### src/hw/rtl/sbi_pkg.sv
`timescale 1ns / 1ps
// Package for the segment / box intersection block.
// Holds configuration register indexes, field widths and default parameters.
package sbi_pkg;

  localparam int COORD_BITS_DEF = 32;
  localparam int FRAC_BITS_DEF  = 16;

  localparam int TOL_BITS   = 31;
  localparam int EPS_BITS   = 16;
  localparam int CFG_IDX_BITS  = 2;
  localparam int CFG_DATA_BITS = 32;

  localparam logic [CFG_IDX_BITS-1:0] CFG_SEG_MODE  = 2'd0;
  localparam logic [CFG_IDX_BITS-1:0] CFG_TOLERANCE = 2'd1;
  localparam logic [CFG_IDX_BITS-1:0] CFG_EPSILON   = 2'd2;

  // Working width of differences, magnitudes and widened extents.
  function automatic int ext_width(input int w);
    return ((w > TOL_BITS) ? w : TOL_BITS) + 3;
  endfunction

  typedef struct packed {
    logic valid;
    logic apart;
    logic enclosed;
  } sbi_ctrl_t;

endpackage

### src/hw/rtl/sbi_prep.sv
`timescale 1ns / 1ps
// Front stages: differences, direction magnitudes and the bounding box prefilters.
// Depends on sbi_pkg.
module sbi_prep #(
  parameter int COORD_BITS = 32,
  parameter int EW         = 35
) (
  input  logic                          clk,
  input  logic                          rst_n,
  input  logic                          in_valid,
  input  logic signed [COORD_BITS-1:0]  p   [3],
  input  logic signed [COORD_BITS-1:0]  q   [3],
  input  logic signed [COORD_BITS-1:0]  mn  [3],
  input  logic signed [COORD_BITS-1:0]  mx  [3],
  input  logic signed [EW-1:0]          tol,
  input  logic signed [EW-1:0]          eps,
  output logic signed [EW-1:0]          ad_r     [3],
  output logic signed [EW-1:0]          dir_r    [3],
  output logic signed [EW-1:0]          pm_r     [3],
  output logic signed [EW-1:0]          nlo_r    [3],
  output logic signed [EW-1:0]          nhi_r    [3],
  output logic signed [EW-1:0]          exttol_r [3],
  output logic [2:0]                    act_r,
  output sbi_pkg::sbi_ctrl_t            ctrl_r
);
  import sbi_pkg::*;

  // Stage A registers.
  logic signed [EW-1:0] a_dir_r [3];
  logic signed [EW-1:0] a_ext_r [3];
  logic signed [EW-1:0] a_pm_r  [3];
  logic signed [EW-1:0] a_nlo_r [3];
  logic signed [EW-1:0] a_nhi_r [3];
  logic signed [EW-1:0] a_mn_r  [3];
  logic signed [EW-1:0] a_mx_r  [3];
  logic signed [EW-1:0] a_smin_r [3];
  logic signed [EW-1:0] a_smax_r [3];
  logic                 a_valid_r;

  logic signed [EW-1:0] a_dir_nxt [3];
  logic signed [EW-1:0] a_ext_nxt [3];
  logic signed [EW-1:0] a_pm_nxt  [3];
  logic signed [EW-1:0] a_nlo_nxt [3];
  logic signed [EW-1:0] a_nhi_nxt [3];
  logic signed [EW-1:0] a_mn_nxt  [3];
  logic signed [EW-1:0] a_mx_nxt  [3];
  logic signed [EW-1:0] a_smin_nxt [3];
  logic signed [EW-1:0] a_smax_nxt [3];

  logic signed [EW-1:0] ad_nxt     [3];
  logic signed [EW-1:0] nlo_nxt    [3];
  logic signed [EW-1:0] nhi_nxt    [3];
  logic signed [EW-1:0] exttol_nxt [3];
  logic [2:0]           act_nxt;
  logic [2:0]           apart_ax;
  logic [2:0]           inside_ax;
  sbi_ctrl_t            ctrl_nxt;

  always_comb begin
    for (int k = 0; k < 3; k++) begin
      a_dir_nxt[k] = EW'(q[k]) - EW'(p[k]);
      a_ext_nxt[k] = EW'(mx[k]) - EW'(mn[k]);
      a_pm_nxt[k]  = EW'(p[k]) - EW'(mn[k]);
      a_nlo_nxt[k] = EW'(mn[k]) - EW'(p[k]);
      a_nhi_nxt[k] = EW'(mx[k]) - EW'(p[k]);
      a_mn_nxt[k]  = EW'(mn[k]);
      a_mx_nxt[k]  = EW'(mx[k]);
      a_smin_nxt[k] = (p[k] < q[k]) ? EW'(p[k]) : EW'(q[k]);
      a_smax_nxt[k] = (p[k] < q[k]) ? EW'(q[k]) : EW'(p[k]);
    end
  end

  always_ff @(posedge clk) begin
    if (!rst_n) begin
      a_valid_r <= 1'b0;
    end else begin
      a_valid_r <= in_valid;
    end
    for (int k = 0; k < 3; k++) begin
      a_dir_r[k]  <= a_dir_nxt[k];
      a_ext_r[k]  <= a_ext_nxt[k];
      a_pm_r[k]   <= a_pm_nxt[k];
      a_nlo_r[k]  <= a_nlo_nxt[k];
      a_nhi_r[k]  <= a_nhi_nxt[k];
      a_mn_r[k]   <= a_mn_nxt[k];
      a_mx_r[k]   <= a_mx_nxt[k];
      a_smin_r[k] <= a_smin_nxt[k];
      a_smax_r[k] <= a_smax_nxt[k];
    end
  end

  // Stage B: fold direction sign into plane distances, widen extents, set flags.
  always_comb begin
    for (int k = 0; k < 3; k++) begin
      ad_nxt[k]     = a_dir_r[k][EW-1] ? -a_dir_r[k] : a_dir_r[k];
      nlo_nxt[k]    = a_dir_r[k][EW-1] ? -a_nlo_r[k] : a_nlo_r[k];
      nhi_nxt[k]    = a_dir_r[k][EW-1] ? -a_nhi_r[k] : a_nhi_r[k];
      exttol_nxt[k] = a_ext_r[k] + tol;
      act_nxt[k]    = (a_dir_r[k] > eps) || (a_dir_r[k] < -eps);
      apart_ax[k]   = (a_mn_r[k] > a_smax_r[k] + tol) || (a_smin_r[k] > a_mx_r[k] + tol);
      inside_ax[k]  = !((a_mn_r[k] > a_smin_r[k] + tol) || (a_smax_r[k] > a_mx_r[k] + tol));
    end
    ctrl_nxt.valid    = a_valid_r;
    ctrl_nxt.apart    = |apart_ax;
    ctrl_nxt.enclosed = &inside_ax;
  end

  always_ff @(posedge clk) begin
    if (!rst_n) begin
      ctrl_r <= '0;
    end else begin
      ctrl_r <= ctrl_nxt;
    end
    for (int k = 0; k < 3; k++) begin
      ad_r[k]     <= ad_nxt[k];
      dir_r[k]    <= a_dir_r[k];
      pm_r[k]     <= a_pm_r[k];
      nlo_r[k]    <= nlo_nxt[k];
      nhi_r[k]    <= nhi_nxt[k];
      exttol_r[k] <= exttol_nxt[k];
    end
    act_r <= act_nxt;
  end

endmodule

### config.mk
export PLATFORM = sky130hd
export DESIGN_NAME = sbi_prep
export DESIGN_NICKNAME = d
export VERILOG_FILES = /design/src/hw/rtl/sbi_pkg.sv /design/src/hw/rtl/sbi_prep.sv
export SDC_FILE = /design/constraint.sdc
export NUM_CORES = 2
export LEC_CHECK = 0
export BUFFER_PORTS_ARGS = -buffer_cell sky130_fd_sc_hd__buf_2
export CAP_MARGIN = 10
export CORE_MARGIN = 3
export CORE_UTILIZATION = 42
export DETAILED_ROUTE_END_ITERATION = 8
export GPL_TIMING_DRIVEN = 1
export PLACE_DENSITY = 0.62
export SLEW_MARGIN = 10
export SYNTH_ARGS = -nofsm -noshare
export SYNTH_HDL_FRONTEND = slang
export SYNTH_SLANG_ARGS = --single-unit
### constraint.sdc
create_clock -name clk -period 5.6 [get_ports clk]
set_clock_uncertainty 0.05 [all_clocks]
set_input_delay 1.12 -clock clk [delete_from_list [all_inputs] [get_ports clk]]
set_output_delay 1.12 -clock clk [all_outputs]
set_load 0.05 [all_outputs]
---- Word level (Yosys, flattened, before mapping) ----
Memory sizes are Yosys's and may differ from the RTL's. A register that Yosys moved wholly into a read port is not among the register bits.
Cells that the tools add are included.
word-level totals
  bits in registers ....................... 532
  latch bits .............................. 0
  memory bits (writable) .................. 945
  ROM bits ................................ 0
  bits of input ports ..................... 457
  output and inout port bits .............. 636
  logic and storage cells ................. 119
  memories kept ........................... 9
memory list
  name             words  bits a word  rd ports  clocked after Yosys merged registers in  write ports  RTL line        RTL
  a_dir_r          3      35           3         0                                        3            sbi_prep.sv:29  logic signed [EW-1:0] a_dir_r [3];
  a_ext_r          3      35           3         0                                        3            sbi_prep.sv:30  logic signed [EW-1:0] a_ext_r [3];
  a_mn_r           3      35           3         0                                        3            sbi_prep.sv:34  logic signed [EW-1:0] a_mn_r [3];
  a_mx_r           3      35           3         0                                        3            sbi_prep.sv:35  logic signed [EW-1:0] a_mx_r [3];
  a_nhi_r          3      35           3         0                                        3            sbi_prep.sv:33  logic signed [EW-1:0] a_nhi_r [3];
  a_nlo_r          3      35           3         0                                        3            sbi_prep.sv:32  logic signed [EW-1:0] a_nlo_r [3];
  3 more memories  n/a    n/a          n/a       n/a                                      n/a          n/a
cells by class
  add/sub/neg operators ................... 37
  $mul .................................... 0
  div/mod/pow operators ................... 0
  $lt $le $gt $ge ......................... 21
  equality and inequality tests ........... 0
  shift operators ......................... 0
  multiplexer cells ....................... 15
  bitwise gates (word level) .............. 0
  reduce and logical (&&, ||, !) cells .... 14
operators by type and width
  kind                                            number
  35-bit greater-than comparator                  15
  32-bit by 32-bit subtractor with 33-bit output  15
  35-bit adder                                    12
  35-bit 2-to-1 mux                               12
  35-bit negator                                  10
  35-bit less-than comparator                     3
  34-bit 2-to-1 mux                               3
  32-bit less-than comparator                     3
  1-bit logical OR                                9
  1-bit logical NOT                               3
  3-bit AND reduction                             1
  3-bit OR reduction                              1

---- Logic depth before layout (Yosys ltp) ----
An unclocked memory read counts as a cell.
  depth in word-level cells ............... 6
  gate-level depth with buffers ........... 27
  gate-level depth less buffers ........... 27

---- Worst setup path before layout ----
OpenSTA, ideal clock, no wires.
  path type ............................... input to register
  start ................................... input port tol[0]
  end ..................................... register ctrl_r[1] (netlist bit)
  setup time .............................. 124 ps
  arrival time ............................ 5366 ps
  data required time ...................... 5426 ps
  setup slack ............................. 60 ps
  cell stages on the path ................. 24
  buffers on the path ..................... 0
  cell sequence ........................... ha_1 -> fa_1 -> a211oi_1 -> nor2_1 -> a21o_1 -> o21a_1 -> nor2_1 -> nor2b_1 -> o21ai_0 -> nand2b_1 -> a21o_1 -> a21oi_1 -> xor2_1 -> ha_1 -> a21o_1 -> a21o_1 -> a221oi_1 -> o221ai_1 -> nand4bb_1 -> a31oi_1 -> a311o_1 -> maj3_1 -> nor3b_1 -> o22ai_1
between the ends
  longest elaborated chain between the ends .. 4
  elaborated cells on any way between the ends .. 16
  classes of those cells .................. add/sub (6); order compare (6); reduce/logical (4)
RTL lines
  element                         RTL line         RTL
  start, declared                 sbi_prep.sv:15   input logic signed [EW-1:0] tol,
  35-bit adder                    sbi_prep.sv:100  apart_ax[k] = (a_mn_r[k] > a_smax_r[k] + tol) || (a_smin_r[k] > a_mx_r[k] + tol);
  35-bit greater-than comparator  sbi_prep.sv:100
  1-bit logical OR                sbi_prep.sv:100
  3-bit OR reduction (*)          sbi_prep.sv:104  ctrl_nxt.apart = |apart_ax;
  end signal, assigned            sbi_prep.sv:112  ctrl_r <= ctrl_nxt;
  end, declared                   sbi_prep.sv:24   output sbi_pkg::sbi_ctrl_t ctrl_r
Mark *: on every way between the ends. The rest lies on a longest branch, timed or not.
A chain may end at the register's enable or synchronous reset.

---- Worst setup path in the final report ----
  start ................................... input port tol[0]
  end ..................................... register ctrl_r[0] (netlist bit)
between the ends
  longest elaborated chain between the ends .. 5
  elaborated cells on any way between the ends .. 19
  classes of those cells .................. add/sub (6); order compare (6); reduce/logical (7)
RTL lines
  element                         RTL line         RTL
  35-bit adder                    sbi_prep.sv:101  inside_ax[k] = !((a_mn_r[k] > a_smin_r[k] + tol) || (a_smax_r[k] > a_mx_r[k] + tol));
  35-bit greater-than comparator  sbi_prep.sv:101
  1-bit logical OR                sbi_prep.sv:101
  1-bit logical NOT               sbi_prep.sv:101
  3-bit AND reduction (*)         sbi_prep.sv:105  ctrl_nxt.enclosed = &inside_ax;
Marks and branches as above.

==> metrics.md <==
| Metric | Value |
|---|---|
| Status | complete, but fails checks |
| Violated checks | negative setup slack |
| RSZ-0062 raised after global routing | yes |
| Final RePlAce weighted congestion | 1.072 |
| Global-route wire length before repair | 657200 um |
| Tmin final | 5.782 ns |
| Hold_buf cts | 0 |
| Vias after detailed routing | around 94000 |
| PortBufs | 1092 |
| Worst Slack Setup Final | -0.1816 ns |
| Slew headroom | 0.1615 |
| Avg Inst Size Synth | ~8.9 um^2 |
| Remaining DRCs | 0 |
| PwrDens | around 420 nW/um^2 |
| Iteration-0 DRC Markers | 8376 |
| Hold path cells | 0 |
| Final Setup Violations | 2 |
| Leak | 57.21 nW |
| Worst EP required | roughly 6.3 ns |
| Area delta synth->final | 25.06% |
| R2R depth | 26 |
| Initial Util | 0.4232 |
| CTS tree | done |
| Reg-to-reg slack, setup | -0.11 ns |
| Max_cap viols | 0 |
| Syn Inst Count | 10770 |
| Worst EP arrival | 6.52 ns |
| Reg2reg start | a_mx_r[0][70] |
| Root Driver | clkbuf_16 |
| Peak VDD IR | 0.0004960 V |
| Max Fclk | 173.0 MHz |
| Class of the worst hold path | flop to flop |
| Top FF cell, synth | dfxtp_1 |
| Pin count of the biggest net entering global routing | a little over 100 |
| Die Height | 485.0 um |
| Mapped Area | a little under 100000 um^2 |
| Fin crit share | 1.032 |
| I/O Pins | around 1100 |
| Hold path start | a_pm_r[0][3] |
| Crit end category | flop |
| Vias in the first global route | 90180 |
| Drt first pass iters | 6 |
| CTS max path bufs | 3 |
| Crit Path Class | input port to flop |
| Ys async rst share | 0 |
| Post-Layout Cell Count | between 15000 and 20000 |
| Cells after DPL | about 16000 |
| Clock-pin transition on the worst setup and hold timing paths | around 0.060 ns |
| Yosys warns | 0 |
| Final hold slack | 0.2142 ns |
| Worst-Skew Late Latency | 0.90 ns |
| Final WL | 479000 um |
| Sequential area share after synthesis | 0.3106 |
| Row count | 175 |
| H-tree depth | 4 |
| Full die area | 235200 um^2 |
| Hold EP | pm_r[73] |
| Critical Path Start Type | input port |
| Clock sinks | 1495 |
| Worst-margin pin slew | about 1.2 ns |
| Initial antenna violation count | 191 |
| Total global-route track usage | 0.3886 |
| Via density | just under 6 |
| Worst R2R End | ctrl_r[0] |
| Core area | 227700 um^2 |
| Post-synthesis cell type count | 82 |
| Final nets | 14900 |
| Final Hold Fails | 0 |
| Gr ovfl total | 0 |
| Final Max Tran Viols | 0 |
| Die X | slightly below 500 um |
| Antenna violation net count after detailed routing | 0 |
| Pwr Total | 50.78 mW |
| Seq cells post-synth | 1495 |
| Crit-path max FO | 6 |
| DP HPWL | 404800 um |
| Num CTS Buffers | 165 |
| Layout cells sized above 1 | 0.2133 |
| Post-synth EDFFs | 0 |
| Wire per inst | just under 30 um |
## sequential cells by signal, indices dropped and copies added (netlist names)
name	count
a_mn_r	96
a_smin_r	96
nhi_r	105
act_r	3
a_mx_r	96
pm_r	97
nlo_r	104
a_pm_r	96
a_smax_r	96
dir_r	99
a_nlo_r	99
ctrl_r	3
exttol_r	105
a_valid_r	1
a_nhi_r	99
a_dir_r	99
a_ext_r	99
ad_r	102
## critical path, stage by stage
cell	delay (ns)
buf_12	0.13
ha_4	0.17
fa_2	0.35
a21o_1	0.21
a21oi_4	0.18
o21ai_4	0.10
a211o_1	0.36
a21oi_2	0.18
buf_6	0.14
o211ai_1	0.19
nand4_1	0.23
a31oi_4	0.12
nor2_1	0.11
o21ai_1	0.07
nor2_2	0.14
a21oi_2	0.08
xnor2_2	0.15
ha_1	0.31
buf_4	0.16
nand3_2	0.10
nor4_4	0.28
a32oi_1	0.15
o211ai_1	0.13
buf_4	0.21
o211ai_1	0.41
a221oi_4	0.44
o311a_1	0.24
## stage by stage
stage                 util  worst slack (ns)  instance area, um^2  TNS [ns]
floorplan                -           0.05959                96390         0
global placement    0.4977            -1.844               113300    -3.441
detailed placement  0.4977            -2.102               113300    -3.723
CTS                 0.5253          -0.03479               119600  -0.03479
global route        0.5288           -0.2981               120400   -0.5329
finish              0.5293           -0.1816               120500   -0.2380
## cells in the final DEF, fill, tap and decap left out, types with 34 or more instances in the layout
cell type  instances
ha_1            1509
dfxtp_1         1491
buf_2           1087
buf_4           1045
a21oi_1          842
xnor2_1          777
nor2_1           704
o21ai_0          632
a21o_1           570
inv_1            539
nand2_1          535
xor2_1           311
nand2b_1         203
nand3_1          194
nor2b_1          194
nand4_1          184
diode_2          172
clkbuf_16        167
o22ai_1          140
nor3_1           122
o21a_1           121
o21bai_1         121
o31ai_1           99
or3_1             80
or4_1             67
a21boi_0          65
a31oi_1           65
and3_1            64
o221a_2           62
mux2_2            62
a211oi_1          56
a211o_1           55
o41ai_1           53
buf_12            44
nor4_1            43
and2_1            39
o211ai_1          36
a21oi_2           35
or2_2             34
## metal layers
layer / vias up / wire (um) / GRT usage / share of wire
li1: 43500 / - / - / -
met1: 45240 / 186500 / 0.4588 / 0.39
met2: 4307 / 213500 / 0.6245 / 0.45
met3: 1105 / 39380 / 0.08774 / 0.082
met4: 72 / 39130 / 0.2726 / 0.082
met5: - / 477 / 0 / 0.0010
## worst max-delay path by stage
stage | from | endpoint | slack, ns | cells past startpoint
floorplan | tol[0] | ctrl_r[1] | 0.06 | 24
global placement | tol[0] | ctrl_r[0] | -1.84 | 29
global route | tol[0] | ctrl_r[1] | -0.30 | 28
finish | tol[0] | ctrl_r[0] | -0.18 | 27
detailed placement | tol[0] | ctrl_r[0] | -2.10 | 29
CTS | tol[0] | ctrl_r[0] | -0.03 | 27
## cell type report
type                       count  area (um^2)
tap                         3009         3765
timing repair buffer        2183        14240
sequential                  1495        29940
inverter                     540         2027
clock buffer                 218         4651
multi-input combinational   8510        64300
clock inverter                80         1164
antenna                      172        430.4
fill                       21170       107200
## where the power goes
group          internal, mW  switching (mW)
registers              13.2            2.18
clock network          6.60            5.00
logic                  8.30            15.5
## Yosys cell counts, types with 13 or more instances
| cell type | count | area (um^2) |
|---|---|---|
| ha_1 | 1516 | 18970 |
| dfxtp_1 | 1495 | 29930 |
| a21oi_1 | 880 | 4404 |
| xnor2_1 | 778 | 6814 |
| nor2_1 | 710 | 2665 |
| o21ai_0 | 661 | 3308 |
| a21o_1 | 570 | 4279 |
| inv_1 | 539 | 2023 |
| nand2_1 | 535 | 2008 |
| xor2_1 | 312 | 2733 |
| nand2b_1 | 203 | 1270 |
| clkbuf_1 | 200 | 750.7 |
| nand3_1 | 199 | 996.0 |
| nor2b_1 | 195 | 1220 |
| nand4_1 | 184 | 1151 |
| o22ai_1 | 141 | 882.1 |
| nor3_1 | 125 | 625.6 |
| o21a_1 | 122 | 915.9 |
| o21bai_1 | 121 | 908.4 |
| o31ai_1 | 102 | 765.7 |
| or3_1 | 80 | 500.5 |
| a31oi_1 | 72 | 450.4 |
| or4_1 | 69 | 518.0 |
| a21boi_0 | 66 | 495.5 |
| and3_1 | 64 | 400.4 |
| mux2_2 | 62 | 698.2 |
| o221a_2 | 62 | 698.2 |
| a211oi_1 | 61 | 457.9 |
| o41ai_1 | 57 | 499.2 |
| a211o_1 | 55 | 481.7 |
| nor4_1 | 50 | 312.8 |
| and2_1 | 40 | 250.2 |
| o211ai_1 | 36 | 270.3 |
| or2_2 | 35 | 219.0 |
| a22oi_1 | 33 | 247.7 |
| a221oi_1 | 29 | 254.0 |
| fa_1 | 27 | 540.5 |
| and4_1 | 18 | 157.7 |
| buf_4 | 18 | 135.1 |
| a2111oi_0 | 16 | 140.1 |
| nand3b_1 | 15 | 112.6 |
| buf_1 | 14 | 52.55 |
| a311oi_1 | 13 | 113.9 |
| o2111ai_1 | 13 | 113.9 |
## kinds of logic (layout without fill, tap and decap cells)
group,after synthesis,count (layout),share of synthesized area
and+or+nand+nor,2557,2557,0.1319
other,1,178,0.00003891
DFF,1495,1495,0.3106
buffers and inverters,772,3021,0.03077
AOI/OAI and AO/OA,3232,3232,0.2159
adders and majority gates,1551,1551,0.2033
xor gates and xnor gates,1090,1090,0.09906
muxes,74,74,0.008491
## repair_timing
item,in CTS,in global routing
gates cloned,0,0
buffers inserted,10,13
gates resized for setup,104,88
hold endpoints to repair,0,0
pin swaps,51,70
setup endpoints to repair,2,2
Power figures use the tool's default switching activity.
